$ cat config.mk
export PLATFORM = sky130hd
export DESIGN_NAME = base_plus_size_text_parser_top
export DESIGN_NICKNAME = d
export VERILOG_FILES = /design/src/rtl/bpsp_pkg.sv /design/src/rtl/bpsp_step.sv /design/src/rtl/base_plus_size_text_parser_top.sv
export SDC_FILE = /design/constraint.sdc
export NUM_CORES = 1
export LEC_CHECK = 0
export ABC_AREA = 1
export BUFFER_PORTS_ARGS = -buffer_cell sky130_fd_sc_hd__buf_2
export CORE_MARGIN = 2
export CORE_UTILIZATION = 50
export DETAILED_ROUTE_END_ITERATION = 12
export GPL_TIMING_DRIVEN = 0
export PLACE_DENSITY = 0.68
export SLEW_MARGIN = 20
export SYNTH_ARGS = -nofsm -noshare
export SYNTH_HDL_FRONTEND = slang
export SYNTH_SLANG_ARGS = --single-unit
export TNS_END_PERCENT = 10
$ cat constraint.sdc
create_clock -name clk -period 10.95 [get_ports clk]
set_clock_uncertainty 0.2 [all_clocks]
set_input_delay 1.6425 -clock clk [delete_from_list [all_inputs] [get_ports clk]]
set_output_delay 1.6425 -clock clk [all_outputs]
set_load 0.01 [all_outputs]
$ cat src/rtl/bpsp_pkg.sv
// Package for the base+size range text parser.
// Holds character codes, the parser phase enum, shared structs and the digit decoder.
// No dependencies.
package bpsp_pkg;

	localparam logic [7:0] CHAR_NUL     = 8'h00;
	localparam logic [7:0] CHAR_ZERO    = 8'h30;
	localparam logic [7:0] CHAR_NINE    = CHAR_ZERO + 8'd9;
	localparam logic [7:0] CHAR_LOWER_X = 8'h78;
	localparam logic [7:0] CHAR_UPPER_X = 8'h58;
	localparam logic [7:0] CHAR_PLUS    = 8'h2B;
	localparam logic [7:0] CHAR_SLASH   = 8'h2F;
	localparam logic [7:0] CHAR_UPPER_A = 8'h41;
	localparam logic [7:0] CHAR_UPPER_F = CHAR_UPPER_A + 8'd5;
	localparam logic [7:0] CHAR_LOWER_A = 8'h61;
	localparam logic [7:0] CHAR_LOWER_F = CHAR_LOWER_A + 8'd5;
	localparam logic [7:0] HEX_LETTER_BASE = 8'd10;
	localparam logic [31:0] DEC_RADIX = 32'd10;

	typedef enum logic [2:0] {
		PH_START      = 3'd0,
		PH_BASE_FIRST = 3'd1,
		PH_BASE_ZERO  = 3'd2,
		PH_BASE_DIGIT = 3'd3,
		PH_SIZE_FIRST = 3'd4,
		PH_SIZE_ZERO  = 3'd5,
		PH_SIZE_DIGIT = 3'd6,
		PH_DONE       = 3'd7
	} bpsp_phase_t;

	typedef struct packed {
		bpsp_phase_t  phase;
		logic         hex_mode;
		logic         failed;
		logic [31:0]  base_accum;
		logic [31:0]  size_accum;
	} bpsp_state_t;

	typedef struct packed {
		logic         ok;
		logic [31:0]  base_value;
		logic [31:0]  size_value;
	} bpsp_result_t;

	typedef struct packed {
		logic        valid;
		logic [3:0]  value;
	} bpsp_digit_t;

	localparam bpsp_state_t BPSP_STATE_RESET = '{
		phase:      PH_START,
		hex_mode:   1'b0,
		failed:     1'b0,
		base_accum: 32'd0,
		size_accum: 32'd0
	};

	// Value of a character as a digit of the current radix.
	function automatic bpsp_digit_t digit_decode(input logic [7:0] c, input logic hex);
		bpsp_digit_t d;
		d.valid = 1'b0;
		d.value = 4'd0;
		if (c >= CHAR_ZERO && c <= CHAR_NINE) begin
			d.valid = 1'b1;
			d.value = 4'(c - CHAR_ZERO);
		end else if (hex && c >= CHAR_UPPER_A && c <= CHAR_UPPER_F) begin
			d.valid = 1'b1;
			d.value = 4'(c - CHAR_UPPER_A + HEX_LETTER_BASE);
		end else if (hex && c >= CHAR_LOWER_A && c <= CHAR_LOWER_F) begin
			d.valid = 1'b1;
			d.value = 4'(c - CHAR_LOWER_A + HEX_LETTER_BASE);
		end
		return d;
	endfunction

endpackage

$ cat src/rtl/bpsp_step.sv
// Single-character update of the range text parser state, purely combinational.
// Depends on bpsp_pkg.
module bpsp_step import bpsp_pkg::*; (
	input  logic [7:0]    char_c,
	input  bpsp_state_t   cur,
	output bpsp_state_t   nxt,
	output bpsp_result_t  result
);

	bpsp_phase_t  ph;
	logic         in_base;
	logic         is_x;
	logic         skip;
	bpsp_digit_t  dig;
	logic [31:0]  acc_sel;
	logic [31:0]  acc_scaled;
	logic [31:0]  acc_new;
	bpsp_phase_t  ph_first;
	bpsp_phase_t  ph_zero;
	bpsp_phase_t  ph_digit;

	always_comb begin
		// The leading slash is consumed only in the start phase.
		ph   = (cur.phase == PH_START) ? PH_BASE_FIRST : cur.phase;
		skip = (cur.phase == PH_START) && (char_c == CHAR_SLASH);
		in_base = (ph == PH_BASE_FIRST) || (ph == PH_BASE_ZERO) || (ph == PH_BASE_DIGIT);
		is_x = (char_c == CHAR_LOWER_X) || (char_c == CHAR_UPPER_X);
		ph_first = in_base ? PH_BASE_FIRST : PH_SIZE_FIRST;
		ph_zero  = in_base ? PH_BASE_ZERO  : PH_SIZE_ZERO;
		ph_digit = in_base ? PH_BASE_DIGIT : PH_SIZE_DIGIT;

		// One shared scale-and-add (shift for hex, times ten for decimal) serves whichever number is being read.
		dig        = digit_decode(char_c, cur.hex_mode);
		acc_sel    = in_base ? cur.base_accum : cur.size_accum;
		acc_scaled = cur.hex_mode ? {acc_sel[27:0], 4'd0} : acc_sel * DEC_RADIX;
		acc_new    = acc_scaled + {28'd0, dig.value};
	end

	always_comb begin
		nxt = cur;
		if (!cur.failed && cur.phase != PH_DONE) begin
			nxt.phase = ph;
			if (!skip) begin
				if (in_base && char_c == CHAR_NUL) begin
					nxt.failed = 1'b1;
				end else if (in_base && char_c == CHAR_PLUS) begin
					nxt.phase    = PH_SIZE_FIRST;
					nxt.hex_mode = 1'b0;
				end else if (!in_base && (char_c == CHAR_NUL || char_c == CHAR_SLASH)) begin
					nxt.phase = PH_DONE;
				end else if (ph == ph_zero && is_x) begin
					nxt.hex_mode = 1'b1;
					nxt.phase    = ph_digit;
				end else if (!dig.valid) begin
					nxt.failed = 1'b1;
				end else begin
					if (in_base) begin
						nxt.base_accum = acc_new;
					end else begin
						nxt.size_accum = acc_new;
					end
					nxt.phase = (ph == ph_first && char_c == CHAR_ZERO) ? ph_zero : ph_digit;
				end
			end
		end
	end

	always_comb begin
		result.ok = !nxt.failed && nxt.size_accum != 32'd0 &&
			(nxt.phase == PH_SIZE_FIRST || nxt.phase == PH_SIZE_ZERO ||
			 nxt.phase == PH_SIZE_DIGIT || nxt.phase == PH_DONE);
		result.base_value = result.ok ? nxt.base_accum : 32'd0;
		result.size_value = result.ok ? nxt.size_accum : 32'd0;
	end

endmodule

$ cat src/rtl/base_plus_size_text_parser_top.sv
// Top level of the base+size range text parser: input register, parser state and result register.
// Depends on bpsp_pkg and bpsp_step.
//
// This block reads a range text of the form base+size, one character per transfer on the input
// channel, and produces one result transfer for the character marked last_char. A single
// leading slash is skipped; each number is decimal, or hexadecimal when it starts with 0x or 0X;
// the base ends at a plus sign and the size ends at a slash or a zero byte, after which all
// characters are ignored. Both numbers wrap modulo 2^32. parse_ok is low for a bad digit, a
// missing plus or a zero size, and then base_value and size_value read as zero. The block takes
// one character per clock cycle unless the output side stalls: each character passes an input
// register, then one pass of the scale-and-add step logic updates the parser state, and the final
// character's result lands in the output register. The only stall comes from the output side: a
// last character waits in the input register while an earlier result is still untaken. After each
// result the parser returns to its reset state, so the next character starts a new text.
module base_plus_size_text_parser_top import bpsp_pkg::*; (
	input  logic         clk,
	input  logic         arst_n,
	input  logic         in_valid,
	output logic         in_ready,
	input  logic [7:0]   char_in,
	input  logic         last_char,
	output logic         out_valid,
	input  logic         out_ready,
	output logic         parse_ok,
	output logic [31:0]  base_value,
	output logic [31:0]  size_value
);

	logic          valid_s1;
	logic [7:0]    char_s1;
	logic          last_s1;
	logic          consume_s1;
	bpsp_state_t   state_q;
	bpsp_state_t   state_nxt;
	bpsp_result_t  step_result;
	logic          out_valid_q;
	bpsp_result_t  result_q;

	// The registered character leaves the input stage unless it is a last character whose
	// result has nowhere to go yet.
	assign consume_s1 = valid_s1 && (!last_s1 || !out_valid_q || out_ready);
	assign in_ready   = !valid_s1 || consume_s1;

	always_ff @(posedge clk or negedge arst_n) begin
		if (!arst_n) begin
			valid_s1 <= 1'b0;
		end else if (in_ready) begin
			valid_s1 <= in_valid;
		end
	end

	always_ff @(posedge clk) begin
		if (in_valid && in_ready) begin
			char_s1 <= char_in;
			last_s1 <= last_char;
		end
	end

	bpsp_step u_step (
		.char_c (char_s1),
		.cur    (state_q),
		.nxt    (state_nxt),
		.result (step_result)
	);

	// Parser state advances once per consumed character and clears after the last one.
	always_ff @(posedge clk or negedge arst_n) begin
		if (!arst_n) begin
			state_q <= BPSP_STATE_RESET;
		end else if (consume_s1) begin
			state_q <= last_s1 ? BPSP_STATE_RESET : state_nxt;
		end
	end

	// A new result takes the output register even when the previous one leaves at this edge.
	always_ff @(posedge clk or negedge arst_n) begin
		if (!arst_n) begin
			out_valid_q <= 1'b0;
		end else if (consume_s1 && last_s1) begin
			out_valid_q <= 1'b1;
		end else if (out_ready) begin
			out_valid_q <= 1'b0;
		end
	end

	always_ff @(posedge clk) begin
		if (consume_s1 && last_s1) begin
			result_q <= step_result;
		end
	end

	assign out_valid  = out_valid_q;
	assign parse_ok   = result_q.ok;
	assign base_value = result_q.base_value;
	assign size_value = result_q.size_value;

endmodule
==> results of run 1 <==
[sequential cells by signal, summed over array words and instances (netlist names)]
| name | flops |
|---|---|
| out_valid | 1 |
| char_s1 | 8 |
| valid_s1 | 1 |
| state_q | 69 |
| last_s1 | 1 |
| size_value | 32 |
| base_value | 32 |
| parse_ok | 1 |
[synthesized netlist by cell type (4+ instances only)]
| cell type | count | share of area, % |
|---|---|---|
| a21oi_1 | 30 | 1.4 |
| and2_1 | 4 | 0.23 |
| buf_1 | 5 | 0.17 |
| buf_2 | 10 | 0.46 |
| buf_4 | 4 | 0.28 |
| buf_6 | 8 | 0.83 |
| clkbuf_1 | 23 | 0.79 |
| dfrtp_1 | 71 | 16 |
| edfxtp_1 | 74 | 20 |
| ha_1 | 44 | 5.1 |
| inv_1 | 229 | 7.9 |
| inv_2 | 10 | 0.35 |
| nand2_1 | 547 | 19 |
| nand3_1 | 139 | 6.4 |
| nand4_1 | 21 | 1.2 |
| nor2_1 | 212 | 7.3 |
| nor2_2 | 9 | 0.52 |
| nor3_1 | 7 | 0.32 |
| nor4_1 | 4 | 0.23 |
| o21ai_0 | 76 | 3.5 |
| o21ai_1 | 16 | 0.74 |
| o21ai_2 | 9 | 0.72 |
| o22ai_1 | 49 | 2.8 |
| or2_2 | 6 | 0.35 |
| xnor2_1 | 5 | 0.40 |
| xor2_1 | 4 | 0.32 |
[power by group through the flow]
stage	Clock [mW]	Sequential (mW)	Combinational [mW]
global placement	0	0.618	0.263
global route	0.642	0.610	0.305
CTS	0.619	0.607	0.271
floorplan	0	0.622	0.176
detailed placement	0	0.617	0.270
finish	0.620	0.607	0.274
[layer usage]
layer	part of all wire (%)	vias up	routed length [µm]
met3	6.7	55	2276
met2	47	444	16120
met5	0	-	0
li1	-	5469	-
met1	44	5149	14860
met4	2.4	0	809
[worst paths after layout]
path                             start        endpoint  slack, ps
min reg2reg                state_q[63]     state_q[63]        280
max reg2reg                state_q[65]  base_value[13]       4780
max in group asynchronous       arst_n     state_q[57]       9070
min in group asynchronous       arst_n     state_q[38]        900
max                        state_q[65]  base_value[13]       4780
min                        state_q[63]     state_q[63]        280
[layout make-up]
| cell class | count | area share (%) |
|---|---|---|
| clock buffers | 19 | 3.523 |
| well taps | 275 | 2.800 |
| multi-input cells | 1207 | 46.44 |
| inverters | 239 | 7.321 |
| plain buffers | 50 | 2.240 |
| repair buffers | 81 | 3.625 |
| clock inverters | 13 | 1.507 |
| flip-flops and latches | 145 | 32.54 |
[kinds of logic after synthesis]
group	share of synthesized area [%]
flops	36.76
simple gates	36.48
buf+inv	10.78
xor+xnor	0.7246
compound gates	9.823
fa+ha+maj	5.429
[critical path: cells and delay by family (launching register included)]
family / cells / cell delay (ps)
and+or+nand+nor: 19 / 2430
buffers and inverters: 8 / 2210
adders and majority gates: 1 / 470
DFF: 1 / 360
AOI/OAI and AO/OA: 1 / 190
==> flow_metrics.tcl, run 1 <==
set metrics [dict create \
    status "finished, final reports clean" \
    multi_input_area_um2 5707 \
    crit_fanout 10 \
    drive_above_1_share_pct 9.863 \
    fin_ws_ps 4783 \
    mostFrequentLayoutCells "nand2_1 (547), inv_1 (228), nor2_1 (212), nand3_1 (139), buf_2 (88)" \
    grt_pass1_wl_um 53050 \
    synth_edf_count 74 \
    fin_setup_tns_ps 0 \
    cts_resized 0 \
    worstPathArrival_ps 6130 \
    cp_common_cell "nand2_1" \
    dp.cells 1997 \
    post_cts_buffers 0 \
    drc 0 \
    clkTransAtPathRegs_ps 60 \
    switchingPower_mw 0.4444 \
    critPathSlowestCell "buf_1" \
    worstSetupStartpointType "register" \
    busiest_layer "met2" \
    slew_headroom_pct 50.96 \
    stdcell_area_um2 12290 \
    first_global_vias 10380 \
    ctsHoldBuffers 0 \
    power_density_nw_per_um2 122.2 \
    vias 11120 \
    power_mw 1.501 \
    grt_use_met2_pct 50.50 \
    grt_max_degree 54 \
    chipHeight_um 151.5 \
    setup_violations 0 \
    ant_nets 0 \
    whs_ps 284.7 \
    min_path_cells 2 \
    p_clk_share_pct 41.3 \
    synthToLayoutAreaGrowth_pct 12.96 \
    use_met1_pct 40.75 \
    first_iter_violations 986 \
    max_freq_mhz 162.1 \
    worst_setup_path_end_kind "register" \
    leakagePower_nw 5.831 \
    hold_viol 0 \
    routed_via_density 5.479 \
    grt.met3_usage_pct 4.820 \
    pre_cts_slack_ps 4897 \
    layout.nets 1800 \
    clock_sinks 145 \
    hpwlAfterDp_um 26620 \
    p_int_mw 1.057 \
    initial_core_util_pct 51.26 \
    fin_crit_sh_pct 56.32 \
    gr-total-overflow 0 \
    core_um2 21220 \
    ys_warn_count 0 \
    numPortBuffers 79 \
    ios 80 \
    antenna_found_initial 0 \
    syn-cell-area_um2 10880 \
    clock-root-buffer "clkbuf_16" \
    tightest_slew_ps 728.9 \
    h-tree-depth 4 \
    gp_congestion 0.9513 \
    cap_violations 0 \
    hold_path.class "reg -> reg" \
    insertedDiodeCount 0 \
    layout_commonest_cell "nand2_1" \
    routedWlPerCell_um 16.79 \
    async_flop_share_pct 48.97 \
    ys.flop_type "edfxtp_1" \
    placed_area_um2 11670 \
    ys_seq_area_share_pct 36.76 \
    rsz0062_at_grt "false" \
    numCtsBuffers 17 \
    switching_share_pct 29.61 \
    dieArea_um2 22950 \
    crit_type "reg -> reg" \
    drtPass1Iterations 6 \
    floorplan.rows 53 \
    final_cells 2029 \
    fill_cells 2122 \
    drv_slew 0 \
    seq_area_um2 3999 \
    grt_use_total_pct 30.19 \
    die_w_um 151.5 \
    drt_wl_total_um 34070 \
    worstRegToRegCells 29 \
    p_comb_share_pct 18.2 \
    syn_inst 1641 \
    cp_data_required_time_ps 10910 \
    period_needed_ps 6167 \
    slowest_delay_ps 580 \
    syn_nets 1700 \
    clockBufferDepth 2 \
    clkLatencyLatePin_ps 430 \
    final_util_pct 57.91 \
    syn_area_per_cell_um2 6.629 \
    seqPwrFrac_pct 40.4 \
    synth-seq-cells 145 \
    cts_tree "built" \
    ys_types 43 \
    max-vdd-ir-drop_mv 0.1170 \
]
Power figures use the tool's default switching activity.
==> run 2, diff against run 1 <==
--- a/config.mk
+++ b/config.mk
@@ -5,7 +5,7 @@
 export SDC_FILE = /design/constraint.sdc
 export NUM_CORES = 1
 export LEC_CHECK = 0
-export ABC_AREA = 1
+export ABC_AREA = 0
 export BUFFER_PORTS_ARGS = -buffer_cell sky130_fd_sc_hd__buf_2
 export CORE_MARGIN = 2
 export CORE_UTILIZATION = 50
==> constraint.sdc (replaced) <==
create_clock -name clk -period 6 [get_ports clk]
set_clock_uncertainty 0.2 [all_clocks]
set_input_delay 0.9 -clock clk [delete_from_list [all_inputs] [get_ports clk]]
set_output_delay 0.9 -clock clk [all_outputs]
set_load 0.01 [all_outputs]
==> run 2 against run 1 <==
Hold slack worse by 46 ps; total power is 63% higher; critical path depth is 6 lower; critical endpoint is now base_value[20]; sequential share of layout area is 1.9 points lower.
==> flow_metrics.tcl, run 2 <==
set metrics [dict create \
    status "finished, final reports clean" \
    hold_path.class "in -> async" \
    crit_path_start "state_q[68]" \
    seqPwrFrac_pct 44.6 \
    clkTransAtPathRegs_ps 70 \
    hold_viol 0 \
    async_flop_share_pct 48.97 \
    gr-total-overflow 0 \
    slew_headroom_pct 30.86 \
    p_comb_share_pct 12.7 \
    grt_pass1_wl_um 52080 \
    layout_commonest_cell "nor2_1" \
    mostFrequentLayoutCells "nor2_1 (131), nand2_1 (130), buf_2 (82), o21ai_0 (80), edfxtp_1 (74)" \
    chipHeight_um 148.4 \
    ys_seq_area_share_pct 38.37 \
    stdcell_area_um2 13030 \
    pre_cts_slack_ps -2180 \
    multi_input_area_um2 6823 \
    routed_via_density 6.421 \
    vias 10240 \
    numCtsBuffers 17 \
    power_density_nw_per_um2 187.8 \
    switching_share_pct 25.71 \
    layout.nets 1371 \
    ant_nets 0 \
    p_clk_share_pct 42.7 \
    p_int_mw 1.819 \
    fill_cells 1674 \
    ios 80 \
    synth_top_cell_by_area "edfxtp_1" \
    synth-seq-cells 145 \
    worstSetupStartpointType "register" \
    clockBufferDepth 2 \
    grt_use_total_pct 30.75 \
    crit_type "reg -> reg" \
    clock_sinks 145 \
    synthToLayoutAreaGrowth_pct 25.04 \
    synth_top_area_share_pct 21.32 \
    syn_inst 1173 \
    antenna_found_initial 0 \
    syn-cell-area_um2 10420 \
    first_global_vias 9509 \
    die_w_um 148.4 \
    fin_crit_sh_pct 99.67 \
    ys_top_cells_by_area "edfxtp_1 (21%), dfrtp_1 (17%), ha_1 (5.3%), nand2_1 (4.8%), nor2_1 (4.8%)" \
    drt_wl_total_um 35130 \
    clock-root-buffer "clkbuf_16" \
    drv_slew 0 \
    floorplan.rows 52 \
    cap_violations 0 \
    seq_area_um2 3999 \
    cts_tree "built" \
    largest_reg_flops 69 \
    hpwlAfterDp_um 25100 \
    max-vdd-ir-drop_mv 0.2045 \
    grt_max_degree 43 \
    ys_types 82 \
    insertedDiodeCount 0 \
    drive_above_1_share_pct 23.32 \
    dieArea_um2 22020 \
    leakagePower_nw 5.150 \
    r2r_start "state_q[68]" \
    initial_core_util_pct 51.18 \
    switchingPower_mw 0.6293 \
    cp_data_required_time_ps 5940 \
    worstRegToRegCells 23 \
    period_needed_ps 5980 \
    syn_nets 1232 \
    tightest_slew_ps 1033 \
    numPortBuffers 79 \
    gp_congestion 0.9066 \
    crit_fanout 10 \
    clkLatencyLatePin_ps 430 \
    ctsHoldBuffers 0 \
    yosys-top-cells-count "nand2_1 (133), nor2_1 (133), o21ai_0 (86)" \
    synth_edf_count 74 \
    drtPass1Iterations 5 \
    regMostFlops "state_q" \
    routedWlPerCell_um 22.02 \
    placed_area_um2 11200 \
    ys.flop_type "edfxtp_1" \
    first_iter_violations 1109 \
    core_um2 20360 \
    ys_warn_count 0 \
    syn_area_per_cell_um2 8.885 \
    fin_ws_ps 19.59 \
    fin_setup_tns_ps 0 \
    r2r-end "base_value[20]" \
    h-tree-depth 4 \
    setup_violations 0 \
    whs_ps 238.6 \
    worst_setup_path_end_kind "register" \
    reg2reg_slack_ps 20 \
    drc 0 \
    max_freq_mhz 167.2 \
    worstPathArrival_ps 5920 \
]
## run 2: kinds of logic after synthesis
kind of cell | count (synthesis) | share of synthesized area [%]
AOI/OAI and AO/OA | 321 | 20.43
xor gates and xnor gates | 58 | 4.874
adders and majority gates | 46 | 5.666
buffers and inverters | 90 | 3.529
DFF | 145 | 38.37
muxes | 59 | 5.786
and+or+nand+nor | 454 | 21.34
## run 2: cell type report
| cell class | instances | area share [%] |
|---|---|---|
| clock buffers | 19 | 3.399 |
| repair buffers | 127 | 6.308 |
| inverters | 20 | 0.5760 |
| plain buffers | 63 | 3.024 |
| multi-input cells | 938 | 52.35 |
| well taps | 270 | 2.592 |
| clock inverters | 13 | 1.066 |
| flip-flops and latches | 145 | 30.68 |
## run 2: worst max-delay path: stages, from the launching register on
cell and delay, ps:
dfrtp_1 370, buf_6 140, buf_8 140, buf_12 150, buf_8 160, a21oi_4 240, xnor2_1 240, ha_1 330
a211oi_4 360, nor4b_1 130, a221oi_1 360, nand3_1 230, or2_4 330, or4_1 420, buf_6 160, buf_4 140
a31oi_4 180, and2_1 180, and4_1 250, nand4_1 210, nor4b_4 310, buf_6 220, clkbuf_16 180, nor3_2 50
## run 2: metal layers
layer | vias up | track usage (%) | routed length [µm]
met5 | - | 0 | 0
met4 | 0 | 12.38 | 1185
met3 | 90 | 5.644 | 3040
met2 | 552 | 48.50 | 16250
met1 | 4978 | 42.10 | 14640
li1 | 4621 | - | -
## run 2: metrics by stage
| step | utilization [%] | power (mW) | cells |
|---|---|---|---|
| 2_1_floorplan | - | 1.243 | 1173 |
| 3_3_place_gp | 54.78 | 1.336 | 1522 |
| 3_5_place_dp | 55.01 | 1.338 | 1524 |
| 4_1_cts | 60.56 | 2.391 | 1569 |
| 5_1_grt | 64.00 | 2.510 | 1595 |
| 6_report | 64.00 | 2.448 | 1595 |
## run 2: worst max-delay path by stage
stage / end / slack [ps]
2_1_floorplan: base_value[10] / 70
3_3_place_gp: base_value[21] / -2250
3_5_place_dp: base_value[21] / -2180
4_1_cts: base_value[25] / 7
5_1_grt: base_value[20] / -80
6_report: base_value[20] / 20
## run 2: power groups by stage
stage / Sequential [mW] / Clock, mW / Combinational [mW]
floorplan: 1.12 / 0 / 0.123
global placement: 1.11 / 0 / 0.223
detailed placement: 1.11 / 0 / 0.227
CTS: 1.09 / 1.05 / 0.254
global route: 1.09 / 1.09 / 0.327
finish: 1.09 / 1.04 / 0.312
## run 2: what timing repair did
item / 4_1_cts / 5_1_grt
endpoints found under the setup margin: 81 / 33
cloned: 0 / 2
resized for setup: 100 / 97
pin swaps: 13 / 27
setup buffers: 14 / 30
